==> config.mk <==
export PLATFORM = sky130hd
export DESIGN_NAME = software_timer_table
export DESIGN_NICKNAME = d
export VERILOG_FILES = /design/src/rtl/core/stt_pkg.sv /design/src/rtl/core/stt_cell.sv /design/src/rtl/core/software_timer_table.sv
export SDC_FILE = /design/constraint.sdc
export NUM_CORES = 1
export LEC_CHECK = 0
export ABC_AREA = 0
export BUFFER_PORTS_ARGS = -buffer_cell sky130_fd_sc_hd__buf_2
export CORE_UTILIZATION = 30
export CTS_CLUSTER_DIAMETER = 100
export DETAILED_ROUTE_END_ITERATION = 8
export GPL_ROUTABILITY_DRIVEN = 0
export PLACE_DENSITY = 0.54
export SETUP_SLACK_MARGIN = 0.5
export SYNTH_ARGS = -nofsm -noshare
export SYNTH_HDL_FRONTEND = slang
export SYNTH_SLANG_ARGS = --single-unit
export TNS_END_PERCENT = 100
==> constraint.sdc <==
create_clock -name clock -period 4.3 [get_ports clock]
set_input_delay 1.29 -clock clock [delete_from_list [all_inputs] [get_ports clock]]
set_output_delay 1.29 -clock clock [all_outputs]
set_load 0.05 [all_outputs]
==> src/rtl/core/stt_pkg.sv <==
// Shared types, codes and defaults for the software timer table.
package stt_pkg;

   localparam int MAX_TASKS_DEF = 8;

   // Request commands
   localparam logic [1:0] CMD_START = 2'd0;
   localparam logic [1:0] CMD_STOP  = 2'd1;
   localparam logic [1:0] CMD_TICK  = 2'd2;

   // Result status codes
   localparam logic [2:0] ST_OK          = 3'd0;
   localparam logic [2:0] ST_NOT_ENABLED = 3'd1;
   localparam logic [2:0] ST_FULL        = 3'd2;
   localparam logic [2:0] ST_NULL_TASK   = 3'd3;
   localparam logic [2:0] ST_EMPTY       = 3'd4;
   localparam logic [2:0] ST_NOT_FOUND   = 3'd5;

   // Configuration register indexes
   localparam logic REG_ENABLED    = 1'b0;
   localparam logic REG_RESOLUTION = 1'b1;

   typedef struct packed {
      logic [7:0]  id;
      logic [15:0] delay;
      logic        periodic;
      logic [15:0] elapsed;
   } entry_type;

   // Per-cycle command to every cell of the row
   typedef struct packed {
      logic append;   // load the new entry into the first free cell
      logic step;     // one scan step at the head of the row
      logic remove;   // the head entry leaves the table in this step
   } cell_ctl_type;

endpackage

==> src/rtl/core/stt_cell.sv <==
// One timer entry cell of the table row.
module stt_cell import stt_pkg::*; #(
   parameter int CNT_W = 4,
   parameter int K     = 0
) (
   input  logic             clock,
   input  cell_ctl_type     ctl,
   input  logic [CNT_W-1:0] cnt,
   input  logic [CNT_W-1:0] rem,
   input  entry_type        new_entry,
   input  entry_type        nxt,
   input  entry_type        tail,
   input  entry_type        head_keep,
   output entry_type        entry
);

   localparam logic [CNT_W-1:0] K0 = CNT_W'(K);
   localparam logic [CNT_W-1:0] K1 = CNT_W'(K + 1);

   entry_type entry_ff;
   entry_type entry_in;

   always_comb begin
      entry_in = entry_ff;
      if (ctl.append && cnt == K0) begin
         entry_in = new_entry;
      end else if (ctl.step) begin
         if (!ctl.remove) begin
            // rotate the active ring; the kept head wraps to the end
            if (K1 == cnt) begin
               entry_in = head_keep;
            end else if (K1 < cnt) begin
               entry_in = nxt;
            end
         end else begin
            // last unscanned entry fills the head; processed part closes up
            if (K == 0 && rem > CNT_W'(1)) begin
               entry_in = tail;
            end else if (K1 >= rem && K1 < cnt) begin
               entry_in = nxt;
            end
         end
      end
   end

   always_ff @(posedge clock) begin
      entry_ff <= entry_in;
   end

   assign entry = entry_ff;

endmodule

==> src/rtl/core/software_timer_table.sv <==
// Top level of the software timer table: request decode, scan control and results.
//
// Usage:
//   Requests enter on req_* and are taken at a clock edge where start is high
//   and busy is low. A start (append an entry) or stop on an empty table, a
//   base tick that does not dispatch, and an unused command give one result in
//   the cycle after acceptance and leave busy low, so the next request can be
//   taken at once. A stop on a non-empty table, and a base tick that reaches
//   the resolution, scan the table one entry per cycle; busy stays high through
//   the scan and a flush step. A dispatch gives one result per fired entry, in
//   table order (one with no fired id if none fires), each on rsp_* for one
//   cycle with rsp_valid high; rsp_last marks the final result of the request.
//   The receiver cannot stall: results are not held. The csr_* channel writes
//   enabled (index 0) and resolution (index 1); it is always ready. The user
//   must write it only while busy is low; the block does not enforce this.
//   Reset (synchronous, active high) empties the table, clears the base tick
//   count, sets enabled to 0 and resolution to 1. Entries live in a row of
//   cells; each scan step rotates the row by one, or on a removal brings the
//   last unscanned entry up; the entry under test is always in the head cell.
module software_timer_table import stt_pkg::*; #(
   parameter int MAX_TASKS = MAX_TASKS_DEF
) (
   input  logic        clock,
   input  logic        reset,
   // request channel
   input  logic        start,
   output logic        busy,
   input  logic [1:0]  req_cmd,
   input  logic [7:0]  req_task_id,
   input  logic [15:0] req_delay_ticks,
   input  logic        req_periodic,
   // result channel
   output logic        rsp_valid,
   output logic [2:0]  rsp_status,
   output logic        rsp_fired_valid,
   output logic [7:0]  rsp_fired_id,
   output logic        rsp_last,
   // configuration channel
   input  logic        csr_valid,
   output logic        csr_ready,
   input  logic        csr_index,
   input  logic [15:0] csr_data
);

   localparam int CNT_W = $clog2(MAX_TASKS + 1);

   localparam logic [1:0] S_IDLE  = 2'd0;
   localparam logic [1:0] S_SCAN  = 2'd1;
   localparam logic [1:0] S_FLUSH = 2'd2;

   logic [1:0]       state_ff, state_in;
   logic [CNT_W-1:0] cnt_ff, cnt_in;
   logic [CNT_W-1:0] rem_ff, rem_in;
   logic [15:0]      base_ff, base_in;
   logic             enabled_ff, enabled_in;
   logic [15:0]      res_ff, res_in;
   logic             tick_mode_ff, tick_mode_in;
   logic [7:0]       sid_ff, sid_in;
   logic             found_ff, found_in;
   logic             pend_valid_ff, pend_valid_in;
   logic [7:0]       pend_id_ff, pend_id_in;

   logic             rsp_valid_ff, rsp_valid_in;
   logic [2:0]       rsp_status_ff, rsp_status_in;
   logic             rsp_fv_ff, rsp_fv_in;
   logic [7:0]       rsp_id_ff, rsp_id_in;
   logic             rsp_last_ff, rsp_last_in;

   cell_ctl_type     ctl;
   entry_type        new_entry;
   entry_type        cell_q [MAX_TASKS];
   entry_type        tail;
   entry_type        head;
   entry_type        head_keep;
   logic [15:0]      elapsed_inc;
   logic             fire;
   logic             match;
   logic             remove;
   logic             accept;
   logic [15:0]      tick_next;

   assign busy      = (state_ff != S_IDLE);
   assign accept    = start && !busy;
   assign csr_ready = 1'b1;

   // row of entry cells
   for (genvar g = 0; g < MAX_TASKS; g++) begin : g_cell
      entry_type nxt;
      if (g == MAX_TASKS - 1) begin : g_end
         assign nxt = '0;
      end else begin : g_mid
         assign nxt = cell_q[g + 1];
      end
      stt_cell #(
         .CNT_W (CNT_W),
         .K     (g)
      ) u_cell (
         .clock     (clock),
         .ctl       (ctl),
         .cnt       (cnt_ff),
         .rem       (rem_ff),
         .new_entry (new_entry),
         .nxt       (nxt),
         .tail      (tail),
         .head_keep (head_keep),
         .entry     (cell_q[g])
      );
   end

   // last unscanned entry: the cell just below the remaining count
   always_comb begin
      tail = '0;
      for (int k = 0; k < MAX_TASKS; k++) begin
         if (CNT_W'(k + 1) == rem_ff) begin
            tail = cell_q[k];
         end
      end
   end

   // head cell test: a dispatch advances elapsed and fires on equality,
   // a stop drops entries that carry the requested id
   assign head        = cell_q[0];
   assign elapsed_inc = head.elapsed + 16'd1;
   assign fire        = tick_mode_ff && (elapsed_inc == head.delay);
   assign match       = !tick_mode_ff && (head.id == sid_ff);
   assign remove      = tick_mode_ff ? (fire && !head.periodic) : match;

   always_comb begin
      head_keep = head;
      if (tick_mode_ff) begin
         head_keep.elapsed = fire ? 16'd0 : elapsed_inc;
      end
   end

   assign new_entry = '{id: req_task_id, delay: req_delay_ticks,
                        periodic: req_periodic, elapsed: 16'd0};
   assign tick_next = base_ff + 16'd1;

   always_comb begin
      state_in      = state_ff;
      cnt_in        = cnt_ff;
      rem_in        = rem_ff;
      base_in       = base_ff;
      enabled_in    = enabled_ff;
      res_in        = res_ff;
      tick_mode_in  = tick_mode_ff;
      sid_in        = sid_ff;
      found_in      = found_ff;
      pend_valid_in = pend_valid_ff;
      pend_id_in    = pend_id_ff;
      ctl           = '0;
      rsp_valid_in  = 1'b0;
      rsp_status_in = ST_OK;
      rsp_fv_in     = 1'b0;
      rsp_id_in     = 8'd0;
      rsp_last_in   = 1'b1;

      if (csr_valid && csr_ready) begin
         unique case (csr_index)
            REG_ENABLED:    enabled_in = csr_data[0];
            REG_RESOLUTION: res_in     = csr_data;
            default:        ;
         endcase
      end

      unique case (state_ff)
         S_IDLE: begin
            if (accept) begin
               rsp_valid_in = 1'b1;
               unique case (req_cmd)
                  CMD_START: begin
                     if (!enabled_ff) begin
                        rsp_status_in = ST_NOT_ENABLED;
                     end else if (cnt_ff == CNT_W'(MAX_TASKS)) begin
                        rsp_status_in = ST_FULL;
                     end else if (req_task_id == 8'd0) begin
                        rsp_status_in = ST_NULL_TASK;
                     end else begin
                        ctl.append = 1'b1;
                        cnt_in     = cnt_ff + CNT_W'(1);
                     end
                  end
                  CMD_STOP: begin
                     if (cnt_ff == '0) begin
                        rsp_status_in = ST_EMPTY;
                     end else begin
                        // hold the result until the scan ends
                        rsp_valid_in = 1'b0;
                        tick_mode_in = 1'b0;
                        sid_in       = req_task_id;
                        found_in     = 1'b0;
                        rem_in       = cnt_ff;
                        state_in     = S_SCAN;
                     end
                  end
                  CMD_TICK: begin
                     if (cnt_ff != '0) begin
                        if (tick_next == res_ff) begin
                           base_in       = 16'd0;
                           rsp_valid_in  = 1'b0;
                           tick_mode_in  = 1'b1;
                           pend_valid_in = 1'b0;
                           rem_in        = cnt_ff;
                           state_in      = S_SCAN;
                        end else begin
                           base_in = tick_next;
                        end
                     end
                  end
                  default: ;
               endcase
            end
         end
         S_SCAN: begin
            ctl.step   = 1'b1;
            ctl.remove = remove;
            rem_in     = rem_ff - CNT_W'(1);
            if (remove) begin
               cnt_in = cnt_ff - CNT_W'(1);
            end
            if (match) begin
               found_in = 1'b1;
            end
            // a fired entry is held as pending until the next fire or the flush, so that the final one can carry last
            if (fire) begin
               if (pend_valid_ff) begin
                  rsp_valid_in = 1'b1;
                  rsp_fv_in    = 1'b1;
                  rsp_id_in    = pend_id_ff;
                  rsp_last_in  = 1'b0;
               end
               pend_valid_in = 1'b1;
               pend_id_in    = head.id;
            end
            if (rem_ff == CNT_W'(1)) begin
               state_in = S_FLUSH;
            end
         end
         S_FLUSH: begin
            rsp_valid_in = 1'b1;
            if (tick_mode_ff) begin
               rsp_fv_in = pend_valid_ff;
               rsp_id_in = pend_valid_ff ? pend_id_ff : 8'd0;
            end else begin
               rsp_status_in = found_ff ? ST_OK : ST_NOT_FOUND;
            end
            pend_valid_in = 1'b0;
            state_in      = S_IDLE;
         end
         default: begin
            state_in = S_IDLE;
         end
      endcase
   end

   always_ff @(posedge clock) begin
      if (reset) begin
         state_ff      <= S_IDLE;
         cnt_ff        <= '0;
         rem_ff        <= '0;
         base_ff       <= 16'd0;
         enabled_ff    <= 1'b0;
         res_ff        <= 16'd1;
         tick_mode_ff  <= 1'b0;
         found_ff      <= 1'b0;
         pend_valid_ff <= 1'b0;
         rsp_valid_ff  <= 1'b0;
      end else begin
         state_ff      <= state_in;
         cnt_ff        <= cnt_in;
         rem_ff        <= rem_in;
         base_ff       <= base_in;
         enabled_ff    <= enabled_in;
         res_ff        <= res_in;
         tick_mode_ff  <= tick_mode_in;
         found_ff      <= found_in;
         pend_valid_ff <= pend_valid_in;
         rsp_valid_ff  <= rsp_valid_in;
      end
   end

   always_ff @(posedge clock) begin
      sid_ff        <= sid_in;
      pend_id_ff    <= pend_id_in;
      rsp_status_ff <= rsp_status_in;
      rsp_fv_ff     <= rsp_fv_in;
      rsp_id_ff     <= rsp_id_in;
      rsp_last_ff   <= rsp_last_in;
   end

   assign rsp_valid       = rsp_valid_ff;
   assign rsp_status      = rsp_status_ff;
   assign rsp_fired_valid = rsp_fv_ff;
   assign rsp_fired_id    = rsp_id_ff;
   assign rsp_last        = rsp_last_ff;

`ifndef SYNTHESIS
   a_cnt_bound: assert property (@(posedge clock) disable iff (reset)
      cnt_ff <= CNT_W'(MAX_TASKS))
      else $error("active count above table size");

   a_rem_bound: assert property (@(posedge clock) disable iff (reset)
      state_ff == S_SCAN |-> (rem_ff != '0 && rem_ff <= cnt_ff))
      else $error("scan remainder out of range");

   a_flush_last: assert property (@(posedge clock) disable iff (reset)
      state_ff == S_FLUSH |=> (rsp_valid && rsp_last))
      else $error("final result missing after scan");

   a_mid_busy: assert property (@(posedge clock) disable iff (reset)
      (rsp_valid && !rsp_last) |-> busy)
      else $error("non-final result outside a scan");
`endif

endmodule

==> qor.csv, run 1 <==
metric;value;unit
Net Count, Synth;2535;
number of CTS-inserted buffers;46;
Seq/Total Area, Yosys;45.30;%
Peak VDD IR;0.0002476;V
Hold Fails Final Rpt;0;
Port Buffer Count;62;
Core Area;74570;um^2
first-pass GRT wire length;119700;um
Site Rows;100;
final non-filler cell total;3432;
Primary FF master, synth;edfxtp_1;
fmax;0.2782;GHz
worst-case clock buffer depth;3;
Final nets;2492;
R2R Setup Slk;0.71;ns
Area contributors post-synth;edfxtp_1 29%, dfxtp_1 17%, mux2i_1 11%, o21ai_0 6.4%, nand2_1 5.9%;
Core Util, Final;34.47;%
H-Tree Depth;2;
Leak;10.25;nW
first-iteration detailed-routing DRC count;2431;
largest net degree at the start of global routing;57;
Synth async-reset ratio;0;%
worst-skew pair later-pin latency;0.59;ns
max-slew violations;0;
endpoints failing setup;0;
most frequent cell after synthesis;nand2_1;
Rel. slew slack;36.21;%
HP Class;register to register;
gr ovfl total;0;
Worst Setup End Kind;register;
CTS sink cnt;404;
Sum Neg Setup Slack;0;ns
# DRC;0;
Synth area leader;edfxtp_1;
Total Routing Usage GR;20.01;%
final instance area;25710;um^2
syn_area_per_cell;9.164;um^2
hold buffers post-CTS;0;
RSZ-0062 raised after global routing;yes;
share of Yosys cell area claimed by the top area cell type;28.67;%
initial antenna violation count;3;
PwrDens;340.6;nW/um^2
Placed Cells;3341;
Post-DRT Antenna Nets;0;
Synth Area in Simple Gates;14.36;%
Arr. time, crit path;4.10;ns
Die H;276.6;um
WHS;0.4410;ns
width of the die;276.6;um
number of global-route vias before repair;19300;
Slew @ Worst Pin;0.9545;ns
clock slew at reported path FFs;0.06;ns
mux contribution to synthesized area;11.03;%
Die ar.;76520;um^2
via count;20060;
number of iterations in the first detailed-routing pass;6;
Adder-Cell Fraction of Synth Area;0.9954;%
Compound-Gate Fraction of Synth Area;21.26;%
CTS tree;yes;
synth-to-layout area growth;13.61;%
synth warn;0;
number of synthesized register bits;404;
Startpoint Class;register;
minimum clock period;3.594;ns
MaxCap Viol Count;0;
DR WL/cell;23.22;um
DP HPWL;49080;um
initial core utilization;30.34;%
total wire length;79700;um
DR vias/cell;5.844;
Boundary Pins;64;
Post-synth EDFFs;216;
final worst slack;0.7057;ns
post-synthesis cell area;22630;um^2
Cells after Synth;2469;
Commonest cells post-synth;356 x nand2_1, 288 x o21ai_0, 247 x mux2i_1, 216 x edfxtp_1, 188 x dfxtp_1;
crit-path max FO;16;
Crit Path Class;register to register;
clk_skew;0.02063;ns
Tot Pwr;8.757;mW
pre-CTS setup slack;0.3451;ns
clock root buffer master;clkbuf_16;
share of cells above drive strength 1;11.49;%
placed standard-cell area;24120;um^2
Worst Path Required;4.80;ns
status;completed;
xor/xnor share of the synthesized area;2.129;%
final period utilization;83.59;%
Synth cell types;82;
main combinational cell family by area after synthesis;compound AO/OA/AOI/OAI gates;
flip-flops by register name, summed over array words and instances (netlist names), 2 cells and up:
name                 count
g_cell.u_cell.entry    328
base_ff                 16
res_ff                  16
pend_id_ff               8
rsp_fired_id             8
sid_ff                   8
cnt_ff                   4
rem_ff                   4
rsp_status               3
state_ff                 2
cell usage in the layout (no fill, tap or decap), types with 49 or more instances in the layout:
| cell | synthesis | routed |
|---|---|---|
| buf_2 | 39 | 62 |
| o21ai_0 | 288 | 285 |
| clkbuf_16 | 0 | 49 |
| dfxtp_1 | 188 | 187 |
| mux2i_1 | 247 | 247 |
| edfxtp_1 | 216 | 216 |
| a21oi_1 | 118 | 117 |
| nor2_1 | 164 | 156 |
| buf_4 | 9 | 77 |
| nand2_1 | 356 | 355 |
area by class of cell:
type | instances | area [um^2]
Inverter | 24 | 93.84
Multi-Input combinational cell | 1794 | 11480
Clock buffer | 59 | 1294
Timing Repair Buffer | 156 | 1202
Fill cell | 7547 | 48870
Clock inverter | 25 | 168.9
Tap cell | 969 | 1212
Sequential cell | 404 | 10250
Antenna cell | 1 | 2.502
metal layers:
metal | GRT usage [%] | share of wire (%)
met3 | 2.717 | 8.3
met4 | 7.365 | 3.3
met5 | 0 | 0.015
met2 | 32.35 | 45
met1 | 27.17 | 43
worst paths after layout:
path | from | end | cells past startpoint
setup / recovery | g_cell[0].u_cell.entry[1]$_SDFFE_PP0P_ | g_cell[0].u_cell.entry[2]$_SDFFE_PP0P_ | 11
hold / removal | pend_id_ff[2]$_DFFE_PP_ | rsp_fired_id[2]$_DFF_P_ | 1
setup reg to reg | g_cell[0].u_cell.entry[1]$_SDFFE_PP0P_ | g_cell[0].u_cell.entry[2]$_SDFFE_PP0P_ | 11
hold reg to reg | pend_id_ff[2]$_DFFE_PP_ | rsp_fired_id[2]$_DFF_P_ | 1
report_power, final:
group	total, mW	internal [mW]	switching (mW)
combinational	0.551	0.231	0.320
sequential	4.30	4.15	0.154
clock	3.90	2.24	1.67
timing repair:
item | in CTS | in global routing
pin swaps | 1 | 1
setup buffers | 2 | 3
resized for setup | 7 | 12
endpoints found under the setup margin | 73 | 286
gates cloned | 0 | 1
critical path: stages, from the launching register on:
cell     delay, ns
dfxtp_1       0.42
ha_2          0.31
nand4_1       0.21
or3_1         0.48
o31ai_1       0.28
o211a_2       0.29
nand4_2       0.18
buf_4         0.23
a211o_2       0.51
nand2_2       0.19
o22ai_1       0.14
o31ai_1       0.25
cells by family after synthesis:
logic type               after synthesis
AO/OA/AOI/OAI                        751
XOR/XNOR                              55
adder cells (fa/ha/maj)               18
buffers and inverters                272
flip-flops                           404
multiplexers                         249
other                                  1
AND/OR/NAND/NOR                      719
(Power assumes the default switching activity.)
==> inputs of run 2 (changes only) <==
PLACE_DENSITY = 0.52   (was 0.54)
clock period = 3.61 ns   (was 4.3 ns; I/O delays follow)
==> run 2 against run 1 <==
Compared with the run above:
- sequential share of layout area fell by 2.3 points
- hold slack barely moved
- sequential power rose by 19%
- count of clock-buffer cells in the layout rose by 9
- cell area rose by 6.7%
- cell count rose by 3.2%
- first-iteration DRC count fell by 0.86%
- wire length rose by 8.0%
- largest power group unchanged
- highest routed layer unchanged
==> qor.csv, run 2 (synthesis results as in run 1) <==
metric;value;unit;change
worst-skew pair later-pin latency;0.60;ns;about the same
number of global-route vias before repair;20060;;+3.9%
endpoints failing setup;0;;unchanged
clock slew at reported path FFs;0.06;ns;about the same
HP Class;register to register;;
H-Tree Depth;2;;unchanged
CP dominant cell by count;buf_4;;
crit-path max FO;10;;-6
WHS;0.4410;ns;-0.00002500 ns
Sum Neg Setup Slack;0;ns;unchanged
clk_skew;0.02969;ns;+0.009060 ns
DP HPWL;51400;um;+4.7%
Hold Startpoint;pend_id_ff[0]$_DFFE_PP_;;
Top delay family on crit path;simple AND/OR/NAND/NOR gates;;
initial antenna violation count;3;;unchanged
largest net degree at the start of global routing;51;;-11%
Die ar.;76520;um^2;unchanged
max incr delay on CP;0.40;ns;-0.11 ns
final period utilization;87.38;%;+3.8 points
Rel. slew slack;22.33;%;-14 points
reg-to-reg startpoint;g_cell[0].u_cell.entry[0]$_SDFFE_PP0P_;;
Core Util, Final;36.78;%;+2.3 points
worst path cell trace;ha_4 -> nand4_1 -> buf_4 -> or3_4 -> o31ai_4 -> o211a_4 -> nand4_4 -> nand2_8 -> buf_4 -> mux2_4 -> a221oi_1 -> nor2_1;;
most frequent cells in the layout;351 x nand2_1, 283 x o21ai_0, 247 x mux2i_1;;
Crit Path Class;register to register;;
share of cells above drive strength 1;18.82;%;+7.3 points
crit path buf inv count;2;;+1
Worst Path Required;3.95;ns;-0.85 ns
number of iterations in the first detailed-routing pass;8;;+2
Port Buffer Count;62;;unchanged
Metal-1 WL;35730;um;+4.3%
worst-case clock buffer depth;3;;unchanged
number of CTS-inserted buffers;47;;+2.2%
Arr. time, crit path;3.49;ns;-0.61 ns
Hold Fails Final Rpt;0;;unchanged
Leak;11.01;nW;+7.4%
PwrDens;385.9;nW/um^2;+13%
DR WL/cell;24.29;um;+4.6%
reg2reg path depth;12;;+1
first-pass GRT wire length;126800;um;+5.9%
Post-DRT Antenna Nets;0;;unchanged
commonest non-fill, non-tap cell in the layout;nand2_1;;
status;completed;;
gr ovfl total;0;;unchanged
Final nets;2604;;+4.5%
hold buffers post-CTS;0;;unchanged
clock root buffer master;clkbuf_16;;
Worst Setup SP;g_cell[0].u_cell.entry[0]$_SDFFE_PP0P_;;
final worst slack;0.4555;ns;-0.2502 ns
Placed Cells;3390;;+1.5%
Slew @ Worst Pin;1.165;ns;+0.2105 ns
max-slew violations;0;;unchanged
Tot Pwr;10.58;mW;+21%
synth-to-layout area growth;21.22;%;
CTS sink cnt;404;;unchanged
initial core utilization;30.34;%;unchanged
DR vias/cell;5.875;;+0.55%
Peak VDD IR;0.0003761;V;+52%
worst hold path cell count;1;;unchanged
Startpoint Class;register;;
minimum clock period;3.154;ns;-0.4398 ns
total wire length;86040;um;+8.0%
CTS tree;yes;;
fmax;0.3170;GHz;+14%
via count;20810;;+3.8%
Total Routing Usage GR;21.48;%;+1.5 points
Die H;276.6;um;unchanged
CP Depth;12;;+1
Site Rows;100;;unchanged
met2 wire len;39820;um;+10%
Core Area;74570;um^2;unchanged
first-iteration detailed-routing DRC count;2410;;-0.86%
Largest register FFs;328;;unchanged
Worst Setup End Kind;register;;
Met3 Wirelength;7321;um;+11%
width of the die;276.6;um;unchanged
pre-CTS setup slack;-0.02163;ns;-0.3667 ns
Boundary Pins;64;;unchanged
uppermost routed layer;met5;;
final non-filler cell total;3542;;+3.2%
final instance area;27430;um^2;+6.7%
MaxCap Viol Count;0;;unchanged
placed standard-cell area;24680;um^2;+2.3%
# DRC;0;;unchanged
RSZ-0062 raised after global routing;yes;;
CP max-delay cell;dfxtp_4;;
## run 2: power breakdown
group	switching, mW	internal, mW	total, mW
Combinational	0.454	0.365	0.819
Clock	1.97	2.68	4.65
Sequential	0.175	4.94	5.12
## run 2: routing by layer
layer	track usage (%)	up-vias
met4	8.105	2
met3	3.678	203
met2	34.87	1053
met5	0	-
li1	-	9291
met1	28.49	10260
## run 2: worst paths after layout
check                                              end  slack (ns)
setup / recovery  g_cell[0].u_cell.entry[23]$_DFFE_PP_        0.46
hold / removal                 rsp_fired_id[0]$_DFF_P_        0.44
setup reg to reg  g_cell[0].u_cell.entry[23]$_DFFE_PP_        0.46
hold reg to reg                rsp_fired_id[0]$_DFF_P_        0.44
## run 2: layout make-up
cell class                      count  area, um^2
Fill cell                        7374       47150
Multi-Input combinational cell   1798       12000
Sequential cell                   404       10310
Timing Repair Buffer              263        2331
Clock buffer                       68        1368
Tap cell                          969        1212
Inverter                           24       101.3
Clock inverter                     15       96.34
Antenna cell                        1       2.502
## run 2: repair_timing
| item | CTS | global route |
|---|---|---|
| pin swaps | 14 | 28 |
| hold endpoints to repair | 0 | 0 |
| resized for setup | 66 | 93 |
| gates cloned | 6 | 5 |
| setup buffers | 26 | 31 |
| setup endpoints to repair | 564 | 489 |
